File: src/hw/rtl/rpaf_pkg.sv
// types and constants of the packet aggregating framer
package rpaf_pkg;

  typedef enum logic [1:0] {
    FUNC_START   = 2'd0,
    FUNC_PAYLOAD = 2'd1,
    FUNC_END     = 2'd2,
    FUNC_BAD     = 2'd3
  } func_e_t;

  typedef enum logic [1:0] {
    KIND_HEADER  = 2'd0,
    KIND_PAYLOAD = 2'd1,
    KIND_END     = 2'd2,
    KIND_ERROR   = 2'd3
  } kind_e_t;

  // configuration register indexes
  localparam logic [7:0] CFG_SIZE_LIMIT  = 8'd0;
  localparam logic [7:0] CFG_COUNT_LIMIT = 8'd1;

  localparam logic [15:0] SIZE_LIMIT_RST  = 16'd14336;
  localparam logic [7:0]  COUNT_LIMIT_RST = 8'd64;

  // message header layout
  localparam int unsigned   HDR_WORDS       = 11;
  localparam logic [5:0]    HDR_BYTES       = 6'd44;
  localparam logic [31:0]   MSG_TYPE_PACKET = 32'h0000_0001;
  localparam logic [31:0]   DATA_OFFSET_VAL = 32'd36;
  localparam logic [3:0]    HDR_LAST_IDX    = 4'(HDR_WORDS - 1);

  // width of offsets carried in the command queue (widest supported)
  localparam int unsigned CMD_OFS_W = 32;

  // queue between front and back
  localparam int unsigned Q_DEPTH = 4;
  localparam int unsigned Q_PTR_W = $clog2(Q_DEPTH);

  typedef struct packed {
    logic [1:0]  func;
    logic [13:0] packet_len;
    logic [31:0] data_word;
  } in_t;

  typedef struct packed {
    kind_e_t     kind;
    logic [31:0] word_out;
    logic [15:0] byte_offset;
    logic        last;
    logic        may_continue;
    logic [15:0] transfer_length;
  } out_t;

  // one classified item for the back end
  typedef struct packed {
    kind_e_t              kind;
    logic [31:0]          word;
    logic [CMD_OFS_W-1:0] ofs;
    logic                 cont;
    logic [15:0]          tlen;
    logic [14:0]          msg_len;
    logic [13:0]          len;
  } cmd_t;

  // queue status seen by the front and back
  typedef struct packed {
    logic full;
    logic empty;
  } q_stat_t;

endpackage

File: src/hw/rtl/rpaf_front.sv
// front end: accepts items, keeps the transfer counters and builds commands
module rpaf_front #(
  parameter int unsigned OFFSET_BITS = 16
) (
  input  logic            clk,
  input  logic            rst_n,
  input  logic            in_valid,
  output logic            in_ready,
  input  rpaf_pkg::in_t   in_data,
  input  logic            cfg_valid,
  input  logic [7:0]      cfg_index,
  input  logic [15:0]     cfg_data,
  input  rpaf_pkg::q_stat_t q_stat,
  output logic            push,
  output rpaf_pkg::cmd_t  push_cmd
);

  localparam int unsigned CW = (OFFSET_BITS > 16) ? OFFSET_BITS : 16;

  logic [15:0]            size_limit_r;
  logic [7:0]             count_limit_r;
  logic [OFFSET_BITS-1:0] byte_total_r, byte_total_nxt;
  logic [7:0]             packet_count_r, packet_count_nxt;
  logic [OFFSET_BITS-1:0] write_offset_r, write_offset_nxt;
  logic [13:0]            bytes_rem_r, bytes_rem_nxt;

  logic [14:0]            msg_len;
  logic [2:0]             nbytes;
  logic [31:0]            mask;
  logic                   cont_now;
  logic                   cont_start;

  function automatic logic [OFFSET_BITS-1:0] sat_add(
    input logic [OFFSET_BITS-1:0] a,
    input logic [OFFSET_BITS-1:0] b
  );
    logic [OFFSET_BITS:0] s;
    s = {1'b0, a} + {1'b0, b};
    return s[OFFSET_BITS] ? {OFFSET_BITS{1'b1}} : s[OFFSET_BITS-1:0];
  endfunction

  function automatic logic [15:0] cap16(input logic [OFFSET_BITS-1:0] v);
    logic [CW-1:0] w;
    w = CW'(v);
    return (w > CW'(16'hFFFF)) ? 16'hFFFF : w[15:0];
  endfunction

  function automatic logic fits(
    input logic [OFFSET_BITS-1:0] bt,
    input logic [7:0]             pc,
    input logic [15:0]            sl,
    input logic [7:0]             cl
  );
    return !((CW'(bt) > CW'(sl)) || (pc >= cl));
  endfunction

  assign in_ready = !q_stat.full;
  assign push     = in_valid && in_ready;

  // start packet arithmetic
  assign msg_len          = (15'(in_data.packet_len) + 15'd47) & ~15'd3;
  assign byte_total_nxt   = sat_add(byte_total_r, OFFSET_BITS'(msg_len));
  assign packet_count_nxt = (packet_count_r == 8'hFF) ? packet_count_r
                                                     : packet_count_r + 8'd1;
  assign cont_start = fits(byte_total_nxt, packet_count_nxt, size_limit_r, count_limit_r);
  assign cont_now   = fits(byte_total_r, packet_count_r, size_limit_r, count_limit_r);

  // payload byte mask from bytes still expected
  assign nbytes = (bytes_rem_r >= 14'd4) ? 3'd4 : bytes_rem_r[2:0];
  always_comb begin
    unique case (nbytes)
      3'd1:    mask = 32'h0000_00FF;
      3'd2:    mask = 32'h0000_FFFF;
      3'd3:    mask = 32'h00FF_FFFF;
      default: mask = 32'hFFFF_FFFF;
    endcase
  end

  // command build
  always_comb begin
    push_cmd         = '0;
    push_cmd.kind    = rpaf_pkg::KIND_ERROR;
    push_cmd.ofs     = rpaf_pkg::CMD_OFS_W'(write_offset_r);
    push_cmd.cont    = cont_now;
    push_cmd.msg_len = msg_len;
    push_cmd.len     = in_data.packet_len;
    unique case (rpaf_pkg::func_e_t'(in_data.func))
      rpaf_pkg::FUNC_START: begin
        push_cmd.kind = rpaf_pkg::KIND_HEADER;
        push_cmd.ofs  = rpaf_pkg::CMD_OFS_W'(byte_total_r);
        push_cmd.cont = cont_start;
      end
      rpaf_pkg::FUNC_PAYLOAD: begin
        if (bytes_rem_r != 14'd0) begin
          push_cmd.kind = rpaf_pkg::KIND_PAYLOAD;
          push_cmd.word = in_data.data_word & mask;
        end
      end
      rpaf_pkg::FUNC_END: begin
        push_cmd.kind = rpaf_pkg::KIND_END;
        push_cmd.ofs  = '0;
        push_cmd.cont = 1'b1;
        push_cmd.tlen = cap16(byte_total_r);
      end
      default: ;
    endcase
  end

  // configuration registers
  always_ff @(posedge clk) begin
    if (!rst_n) begin
      size_limit_r  <= rpaf_pkg::SIZE_LIMIT_RST;
      count_limit_r <= rpaf_pkg::COUNT_LIMIT_RST;
    end else if (cfg_valid) begin
      unique case (cfg_index)
        rpaf_pkg::CFG_SIZE_LIMIT:  size_limit_r  <= cfg_data;
        rpaf_pkg::CFG_COUNT_LIMIT: count_limit_r <= cfg_data[7:0];
        default: ;
      endcase
    end
  end

  // transfer counters
  always_ff @(posedge clk) begin
    if (!rst_n) begin
      byte_total_r   <= '0;
      packet_count_r <= '0;
      write_offset_r <= '0;
      bytes_rem_r    <= '0;
    end else if (push) begin
      unique case (rpaf_pkg::func_e_t'(in_data.func))
        rpaf_pkg::FUNC_START: begin
          byte_total_r   <= byte_total_nxt;
          packet_count_r <= packet_count_nxt;
          write_offset_r <= sat_add(byte_total_r, OFFSET_BITS'(rpaf_pkg::HDR_BYTES));
          bytes_rem_r    <= in_data.packet_len;
        end
        rpaf_pkg::FUNC_PAYLOAD: begin
          if (bytes_rem_r != 14'd0) begin
            write_offset_r <= sat_add(write_offset_r, OFFSET_BITS'(3'd4));
            bytes_rem_r    <= bytes_rem_r - 14'(nbytes);
          end
        end
        rpaf_pkg::FUNC_END: begin
          byte_total_r   <= '0;
          packet_count_r <= '0;
          write_offset_r <= '0;
          bytes_rem_r    <= '0;
        end
        default: ;
      endcase
    end
  end

endmodule

File: src/hw/rtl/rpaf_queue.sv
// short command queue between front and back
module rpaf_queue (
  input  logic              clk,
  input  logic              rst_n,
  input  logic              push,
  input  rpaf_pkg::cmd_t    push_cmd,
  input  logic              pop,
  output rpaf_pkg::cmd_t    head,
  output rpaf_pkg::q_stat_t q_stat
);

  rpaf_pkg::cmd_t                 mem_r [rpaf_pkg::Q_DEPTH];
  logic [rpaf_pkg::Q_PTR_W-1:0]   wptr_r;
  logic [rpaf_pkg::Q_PTR_W-1:0]   rptr_r;
  logic [rpaf_pkg::Q_PTR_W:0]     cnt_r;

  assign q_stat.full  = (cnt_r == (rpaf_pkg::Q_PTR_W+1)'(rpaf_pkg::Q_DEPTH));
  assign q_stat.empty = (cnt_r == '0);
  assign head         = mem_r[rptr_r];

  // storage
  always_ff @(posedge clk) begin
    if (push) begin
      mem_r[wptr_r] <= push_cmd;
    end
  end

  // pointers and fill count
  always_ff @(posedge clk) begin
    if (!rst_n) begin
      wptr_r <= '0;
      rptr_r <= '0;
      cnt_r  <= '0;
    end else begin
      if (push) begin
        wptr_r <= wptr_r + rpaf_pkg::Q_PTR_W'(1);
      end
      if (pop) begin
        rptr_r <= rptr_r + rpaf_pkg::Q_PTR_W'(1);
      end
      if (push && !pop) begin
        cnt_r <= cnt_r + (rpaf_pkg::Q_PTR_W+1)'(1);
      end else if (pop && !push) begin
        cnt_r <= cnt_r - (rpaf_pkg::Q_PTR_W+1)'(1);
      end
    end
  end

endmodule

File: src/hw/rtl/rpaf_back.sv
// back end: expands commands into result words behind an output register
module rpaf_back #(
  parameter int unsigned OFFSET_BITS = 16
) (
  input  logic              clk,
  input  logic              rst_n,
  input  rpaf_pkg::cmd_t    head,
  input  rpaf_pkg::q_stat_t q_stat,
  output logic              pop,
  output logic              out_valid,
  input  logic              out_ready,
  output rpaf_pkg::out_t    out_data
);

  localparam int unsigned CW = (OFFSET_BITS > 16) ? OFFSET_BITS : 16;

  rpaf_pkg::out_t         out_r, out_nxt;
  logic                   out_valid_r;
  logic [3:0]             idx_r;
  logic                   load;
  logic                   is_hdr;
  logic                   hdr_last;
  logic [OFFSET_BITS-1:0] base_ofs;
  logic [OFFSET_BITS:0]   hdr_sum;
  logic [OFFSET_BITS-1:0] hdr_ofs;

  function automatic logic [15:0] cap16(input logic [OFFSET_BITS-1:0] v);
    logic [CW-1:0] w;
    w = CW'(v);
    return (w > CW'(16'hFFFF)) ? 16'hFFFF : w[15:0];
  endfunction

  assign load     = !out_valid_r || out_ready;
  assign is_hdr   = (head.kind == rpaf_pkg::KIND_HEADER);
  assign hdr_last = (idx_r == rpaf_pkg::HDR_LAST_IDX);
  assign pop      = load && !q_stat.empty && (!is_hdr || hdr_last);

  // header word offset, saturating
  assign base_ofs = head.ofs[OFFSET_BITS-1:0];
  assign hdr_sum  = {1'b0, base_ofs} + (OFFSET_BITS+1)'({idx_r, 2'b00});
  assign hdr_ofs  = hdr_sum[OFFSET_BITS] ? {OFFSET_BITS{1'b1}} : hdr_sum[OFFSET_BITS-1:0];

  // next result word
  always_comb begin
    out_nxt                 = '0;
    out_nxt.kind            = head.kind;
    out_nxt.may_continue    = head.cont;
    out_nxt.last            = 1'b1;
    out_nxt.transfer_length = head.tlen;
    out_nxt.word_out        = head.word;
    out_nxt.byte_offset     = cap16(base_ofs);
    if (is_hdr) begin
      out_nxt.last        = hdr_last;
      out_nxt.byte_offset = cap16(hdr_ofs);
      unique case (idx_r)
        4'd0:    out_nxt.word_out = rpaf_pkg::MSG_TYPE_PACKET;
        4'd1:    out_nxt.word_out = 32'(head.msg_len);
        4'd2:    out_nxt.word_out = rpaf_pkg::DATA_OFFSET_VAL;
        4'd3:    out_nxt.word_out = 32'(head.len);
        default: out_nxt.word_out = '0;
      endcase
    end
  end

  // output register payload
  always_ff @(posedge clk) begin
    if (load && !q_stat.empty) begin
      out_r <= out_nxt;
    end
  end

  // output valid and header word counter
  always_ff @(posedge clk) begin
    if (!rst_n) begin
      out_valid_r <= 1'b0;
      idx_r       <= '0;
    end else if (load) begin
      out_valid_r <= !q_stat.empty;
      if (!q_stat.empty && is_hdr) begin
        idx_r <= hdr_last ? 4'd0 : idx_r + 4'd1;
      end
    end
  end

  assign out_valid = out_valid_r;
  assign out_data  = out_r;

endmodule

File: src/hw/rtl/rndis_packet_aggregating_framer.sv
// packet aggregating framer: an accepted item's command is registered in the queue, then in the output register
// payload, end and error items give one result each and sustain one per cycle while the result side is ready
// a start item gives 11 header words, one per cycle while the result side is ready, from the back end's word counter
// the 4-entry command queue lets the front keep taking items while headers drain
// rst_n (synchronous) empties queue and output, clears counters, restores limits
module rndis_packet_aggregating_framer #(
  parameter int unsigned OFFSET_BITS = 16
) (
  input  logic           clk,
  input  logic           rst_n,
  input  logic           in_valid,
  output logic           in_ready,
  input  rpaf_pkg::in_t  in_data,
  output logic           out_valid,
  input  logic           out_ready,
  output rpaf_pkg::out_t out_data,
  input  logic           cfg_valid,
  output logic           cfg_ready,
  input  logic [7:0]     cfg_index,
  input  logic [15:0]    cfg_data
);

  rpaf_pkg::q_stat_t q_stat;
  rpaf_pkg::cmd_t    push_cmd;
  rpaf_pkg::cmd_t    head;
  logic              push;
  logic              pop;

  // configuration is always taken
  assign cfg_ready = 1'b1;

  rpaf_front #(
    .OFFSET_BITS (OFFSET_BITS)
  ) u_front (
    .clk       (clk),
    .rst_n     (rst_n),
    .in_valid  (in_valid),
    .in_ready  (in_ready),
    .in_data   (in_data),
    .cfg_valid (cfg_valid),
    .cfg_index (cfg_index),
    .cfg_data  (cfg_data),
    .q_stat    (q_stat),
    .push      (push),
    .push_cmd  (push_cmd)
  );

  rpaf_queue u_queue (
    .clk      (clk),
    .rst_n    (rst_n),
    .push     (push),
    .push_cmd (push_cmd),
    .pop      (pop),
    .head     (head),
    .q_stat   (q_stat)
  );

  rpaf_back #(
    .OFFSET_BITS (OFFSET_BITS)
  ) u_back (
    .clk       (clk),
    .rst_n     (rst_n),
    .head      (head),
    .q_stat    (q_stat),
    .pop       (pop),
    .out_valid (out_valid),
    .out_ready (out_ready),
    .out_data  (out_data)
  );

endmodule

File: config.mk
export PLATFORM = sky130hd
export DESIGN_NAME = rndis_packet_aggregating_framer
export DESIGN_NICKNAME = d
export VERILOG_FILES = /design/src/hw/rtl/rpaf_pkg.sv /design/src/hw/rtl/rpaf_front.sv /design/src/hw/rtl/rpaf_queue.sv /design/src/hw/rtl/rpaf_back.sv /design/src/hw/rtl/rndis_packet_aggregating_framer.sv
export SDC_FILE = /design/constraint.sdc
export NUM_CORES = 1
export LEC_CHECK = 0
export CORE_UTILIZATION = 50
export DETAILED_ROUTE_END_ITERATION = 10
export DONT_BUFFER_PORTS = 1
export PLACE_DENSITY = 0.68
export SLEW_MARGIN = 10
export SYNTH_ARGS = -nofsm -noshare
export SYNTH_HDL_FRONTEND = slang
export SYNTH_SLANG_ARGS = --single-unit
File: constraint.sdc
create_clock -name clk -period 5.77 [get_ports clk]
set_input_delay 1.154 -clock clk [delete_from_list [all_inputs] [get_ports clk]]
set_output_delay 1.154 -clock clk [all_outputs]
set_load 0.005 [all_outputs]
==> flow_metrics.tcl, run 1 <==
set metrics [dict create \
    holdBufCountCts 0 \
    die_w_um 221 \
    wire_per_inst_um 23.1 \
    p_per_area_nw_per_um2 434 \
    htree_num_levels 2 \
    fin_crit_ns 5.20 \
    vdd_ir_drop_max_mv 0.261 \
    via_per_inst 6.03 \
    clock-sinks 536 \
    antenna-diode-count 0 \
    ys.flop_type "edfxtp_1" \
    clock-root-buffer "clkbuf_16" \
    synth_seq_area_share 0.632 \
    min_path_type "register to register" \
    hpwlAfterDp_mm 34.7 \
    setup_viol 0 \
    route.vias.total 14200 \
    leakage_uw 0.00921 \
    setup_slack_ns 0.574 \
    drtAntennaViolNets 0 \
    synth_edf_count 444 \
    syn_nets 1846 \
    r2r_start "u_front.byte_total_r[6]" \
    cp.required_ns 6.11 \
    final_util 0.568 \
    worst_setup_path_end_kind "register" \
    syn-cell-area_um2 24000 \
    fp.dieArea_um2 48900 \
    syn_inst 1687 \
    drtPass1Iterations 5 \
    portBuffers 0 \
    synth_warnings 0 \
    grt-ovfl-total 0 \
    cp-start-kind "input port" \
    fmax_mhz 192 \
    drc_errors 0 \
    final-hold-violation-count 0 \
    grt_max_degree 94 \
    syn_avg_cell_area_um2 14.2 \
    grt_pass1_wl_mm 83.7 \
    path_max_fanout 13 \
    cts_resized 0 \
    place.gp.congestion 0.892 \
    status "finished clean" \
    cts.path.max_buffers 3 \
    row_count 79 \
    layout_commonest_cell "edfxtp_1" \
    skew_ns 0.0150 \
    grtUsageTotal 0.225 \
    post_cts_buffers 0 \
    dieHeight_um 221 \
    max_cap_violations 0 \
    start_util 0.511 \
    clkSlewWorstSetupHoldPaths_ns 0.06 \
    min-delay-start "u_front.bytes_rem_r[10]" \
    layout-drive-gt1-share 0.139 \
    synthArstFlopShare 0 \
    finalWirelength_mm 54.1 \
    final_cell_mix "edfxtp_1, nand2_1, mux4_2" \
    antenna_found_initial 1 \
    cts_buffers 55 \
    tritoncts "yes" \
    grt_pass1_vias 14000 \
    rsz0062_at_grt "no" \
    core_area_um2 47000 \
    worstSetupStartpoint "in_data[35]" \
    crit_arrival_ns 5.54 \
    pre_cts_ws_ns 0.0208 \
    ys_seq_elements 536 \
    period_share 0.901 \
    tns_ns 0 \
    fill_cells 3661 \
    area_growth_pct 11.1 \
    drtIter0Drc 1313 \
    worstSetupPathType "input port to register" \
    hold-worst-slack_ns 0.471 \
    maxSlewViolCount 0 \
    clkLatencyLatePin_ns 0.62 \
    ys_types 81 \
    boundaryPins 148 \
    fin_nets 1852 \
    relSlewSlack 0.238 \
    worst_pin_slew_ns 1.14 \
]
## cell usage after synthesis, types with 4 or more instances
master | number | area [µm²]
o31ai_1 | 7 | 52.6
clkbuf_1 | 60 | 225
a22oi_1 | 8 | 60.1
a31o_2 | 4 | 35.0
a211o_1 | 4 | 35.0
a211oi_1 | 5 | 37.5
nor2b_1 | 43 | 269
nand2_1 | 99 | 372
buf_6 | 4 | 45.0
nor4_1 | 7 | 43.8
a21oi_1 | 66 | 330
buf_2 | 16 | 80.1
mux4_2 | 94 | 2120
and2_1 | 65 | 407
xnor2_1 | 29 | 254
nand4_1 | 14 | 87.6
a221oi_1 | 13 | 114
o21ai_0 | 85 | 425
o211ai_1 | 16 | 120
nand2b_1 | 27 | 169
nand3_1 | 34 | 170
o22ai_1 | 4 | 25.0
or2_2 | 6 | 37.5
or3_1 | 7 | 43.8
nor2_1 | 80 | 300
a21boi_0 | 7 | 52.6
edfxtp_1 | 444 | 13300
mux2i_1 | 26 | 260
ha_1 | 79 | 988
nor3_1 | 20 | 100
o21a_1 | 11 | 82.6
a31oi_1 | 10 | 62.6
a21o_1 | 11 | 82.6
inv_1 | 63 | 236
a32o_1 | 14 | 140
dfxtp_1 | 92 | 1840
xor2_1 | 24 | 210
and3_1 | 24 | 150
## per-stage QoR
stage	cell area [µm²]	total power, µW	std cells
6_report	26600	11600	2347
4_1_cts	26600	11700	2347
5_1_grt	26600	12100	2347
3_5_place_dp	24700	7850	2243
3_3_place_gp	24700	7800	2243
2_1_floorplan	24000	7150	1687
## cell families (layout without fill, tap and decap cells)
logic type | count (synthesis) | in the layout | share of synthesized area
flip-flops | 536 | 536 | 0.632
AND/OR/NAND/NOR | 444 | 444 | 0.0962
other | 2 | 2 | 0.000313
XOR/XNOR | 53 | 53 | 0.0193
multiplexers | 123 | 123 | 0.100
buffers and inverters | 149 | 202 | 0.0257
adder cells (fa/ha/maj) | 82 | 82 | 0.0437
AO/OA/AOI/OAI | 298 | 298 | 0.0819
## area by class of cell
type                            instances  area (µm²)  area share
Timing Repair Buffer                   34         255     0.00958
Tap cell                              607         759      0.0285
Multi-Input combinational cell       1002        8240       0.309
Sequential cell                       536       15200       0.570
Clock buffer                           75        1520      0.0572
Inverter                               64         240     0.00901
Clock inverter                         29         448      0.0168
## state kept, by name, summed over array words and instances (netlist names), named ones only
name and cells:
u_front.write_offset_r 16, u_front.byte_total_r 16, u_queue.mem_r 376, u_queue.wptr_r 2, u_front.size_limit_r 16, u_queue.cnt_r 3, u_back.idx_r 4, u_queue.rptr_r 2
u_back.out_valid 1, u_front.count_limit_r 8, u_back.out_data 68, u_front.bytes_rem_r 14, u_front.packet_count_r 8
## power breakdown
group / total, µW / internal (µW) / leakage [µW] / switching [µW]
logic: 2350 / 1030 / 0.00337 / 1330
registers: 5380 / 4990 / 0.00490 / 383
clock network: 3840 / 2350 / 0.000943 / 1490
## worst paths after layout
check,endpoint,slack [ns],cells after the start
min reg2reg,u_front.bytes_rem_r[10],0.47,2
min,u_front.bytes_rem_r[10],0.47,2
max reg2reg,u_queue.mem_r[1][43],1.64,13
max,u_queue.mem_r[1][43],0.57,19
## metal layers
layer / part of all wire / global-route usage
met4: 0.026 / 0.0717
met3: 0.063 / 0.0436
met1: 0.43 / 0.306
met5: 0.00020 / 0
met2: 0.48 / 0.365
## critical path: stages
cell and delay [ns]:
or4_1 0.62, a21oi_1 0.30, nor2b_1 0.13, and3_1 0.26, xor2_1 0.30, ha_1 0.36
a21oi_1 0.20, a22o_1 0.18, o21a_1 0.15, o21ai_0 0.12, buf_4 0.20, or2_2 0.28
ha_1 0.28, nor2b_1 0.12, o21a_1 0.12, o21a_1 0.10, o211ai_1 0.07, a21bo_2 0.21
a221o_1 0.36
Power figures use the tool's default switching activity.
==> run 2: changes to the inputs <==
--- a/config.mk
+++ b/config.mk
@@ -5,10 +5,13 @@
 export SDC_FILE = /design/constraint.sdc
 export NUM_CORES = 1
 export LEC_CHECK = 0
+export CORE_MARGIN = 3
 export CORE_UTILIZATION = 50
+export CTS_CLUSTER_DIAMETER = 80
 export DETAILED_ROUTE_END_ITERATION = 10
 export DONT_BUFFER_PORTS = 1
 export PLACE_DENSITY = 0.68
+export REMOVE_ABC_BUFFERS = 1
 export SLEW_MARGIN = 10
 export SYNTH_ARGS = -nofsm -noshare
 export SYNTH_HDL_FRONTEND = slang
==> run 2 against run 1 <==
Compared with the run above: combinational power about the same; worst hold slack improved by 0.00060 ns; flip-flop and latch count unchanged; power decreased by 0.90%; final cell count about the same; sequential power decreased by 0.9%; register-to-register slack about the same; worst setup slack improved by 0.038 ns; maximum frequency increased by 0.73%; clock power decreased by 2%; wire length decreased by 0.77%; count of clock-buffer cells in the layout decreased by 4.
==> flow_metrics.tcl, run 2 (synthesized netlist as in run 1, its figures left out) <==
set metrics [dict create \
    vdd_ir_drop_max_mv 0.221 \
    hold-worst-slack_ns 0.472 \
    row_count 79 \
    worstSetupStartpoint "in_data[35]" \
    switching_share 0.278 \
    final_util 0.567 \
    leakage_uw 0.00920 \
    place.gp.congestion 0.886 \
    drtPass1Iterations 5 \
    clkLatencyLatePin_ns 0.61 \
    route.vias.total 14300 \
    clkSlewWorstSetupHoldPaths_ns 0.06 \
    via_per_inst 6.08 \
    status "finished clean" \
    antenna-diode-count 0 \
    drtIter0Drc 955 \
    fp.dieArea_um2 50700 \
    clock-sinks 536 \
    min_path_type "register to register" \
    wire_per_inst_um 22.9 \
    htree_num_levels 2 \
    drtAntennaViolNets 0 \
    top_register "u_queue.mem_r" \
    tritoncts "yes" \
    grt-ovfl-total 0 \
    grt_max_degree 94 \
    p_int_uw 8280 \
    grtUsageTotal 0.213 \
    maxSlewViolCount 0 \
    layout_commonest_cell "edfxtp_1" \
    drc_errors 0 \
    post_cts_buffers 0 \
    fmax_mhz 194 \
    dieHeight_um 225 \
    r2r_start "u_front.byte_total_r[6]" \
    crit_arrival_ns 5.49 \
    boundaryPins 148 \
    grt_pass1_vias 14300 \
    rsz0062_at_grt "no" \
    worst_setup_path_end_kind "register" \
    relSlewSlack 0.271 \
    cts_resized 0 \
    period_share 0.894 \
    power_switching_uw 3180 \
    final_cell_mix "edfxtp_1, nand2_1, mux4_2" \
    cp-start-kind "input port" \
    skew_ns 0.0283 \
    area_growth_pct 10.9 \
    worstSetupPathType "input port to register" \
    placed_cells 2242 \
    fin_nets 1851 \
    die_w_um 225 \
    portBuffers 0 \
    max_cap_violations 0 \
    path_max_fanout 7 \
    fin_crit_ns 5.16 \
    cts.path.max_buffers 3 \
    final-hold-violation-count 0 \
    largest_reg_flops 376 \
    setup_viol 0 \
    pwr-share-comb 0.208 \
    hpwlAfterDp_mm 34.8 \
    antenna_found_initial 0 \
    worst_pin_slew_ns 1.09 \
    holdBufCountCts 0 \
    cp.required_ns 6.11 \
    seqPwrFrac 0.465 \
    core_area_um2 47000 \
    start_util 0.511 \
    finalWirelength_mm 53.7 \
    layout-drive-gt1-share 0.143 \
    clock-root-buffer "clkbuf_16" \
    clockPowerShare 0.328 \
    cts_buffers 55 \
    tns_ns 0 \
    grt_pass1_wl_mm 83.1 \
    p_per_area_nw_per_um2 431 \
    stdcell_count 2346 \
    min-delay-start "u_front.bytes_rem_r[10]" \
]
[run 2: power groups by stage]
stage	clock [µW]	sequential, µW	combinational [µW]
global route	3980	5390	2640
CTS	3830	5340	2430
finish	3760	5330	2380
detailed placement	0	5420	2420
floorplan	0	5490	1710
global placement	0	5410	2370
[run 2: per-stage QoR]
stage / instance area [µm²] / setup WS [ns] / power [µW]
after floorplan: 23600 / -0.934 / 7200
after global placement: 24700 / 0.0785 / 7770
after detailed placement: 24700 / -0.0135 / 7840
after CTS: 26600 / 0.636 / 11600
after global routing: 26600 / 0.136 / 12000
final: 26600 / 0.611 / 11500
[run 2: layer usage]
| metal | part of all wire | GRT usage | wire length, µm |
|---|---|---|---|
| met1 | 0.41 | 0.279 | 22100 |
| met2 | 0.50 | 0.363 | 26900 |
| met5 | 0 | 0 | 0 |
| met4 | 0.023 | 0.0578 | 1230 |
| met3 | 0.066 | 0.0447 | 3540 |
[run 2: final timing paths]
kind,cells after the start,end,slack [ns]
worst min register to register,2,u_front.bytes_rem_r[10],0.47
worst min-delay path,2,u_front.bytes_rem_r[10],0.47
worst max register to register,13,u_queue.mem_r[2][43],1.64
worst max-delay path,19,u_queue.mem_r[2][43],0.61
[run 2: final cells by class]
class / instances / area, µm²
Clock buffer: 71 / 1510
Clock inverter: 33 / 435
Fill cell: 3639 / 20300
Inverter: 64 / 240
Multi-Input combinational cell: 1002 / 8240
Sequential cell: 536 / 15200
Tap cell: 607 / 759
Timing Repair Buffer: 33 / 248
[run 2: worst max-delay path, stage by stage]
cell and delay (ns):
or4_1 0.59, a21oi_1 0.28, nor2b_1 0.12, and3_1 0.25, nand2_1 0.10, xnor2_1 0.22, ha_1 0.32, o21ai_0 0.23
a22o_1 0.16, o21a_1 0.15, o21ai_0 0.12, or3b_1 0.45, ha_1 0.32, a21oi_1 0.07, o21ai_0 0.14, a21o_1 0.14
a221oi_1 0.08, a21bo_2 0.23, a221o_1 0.35
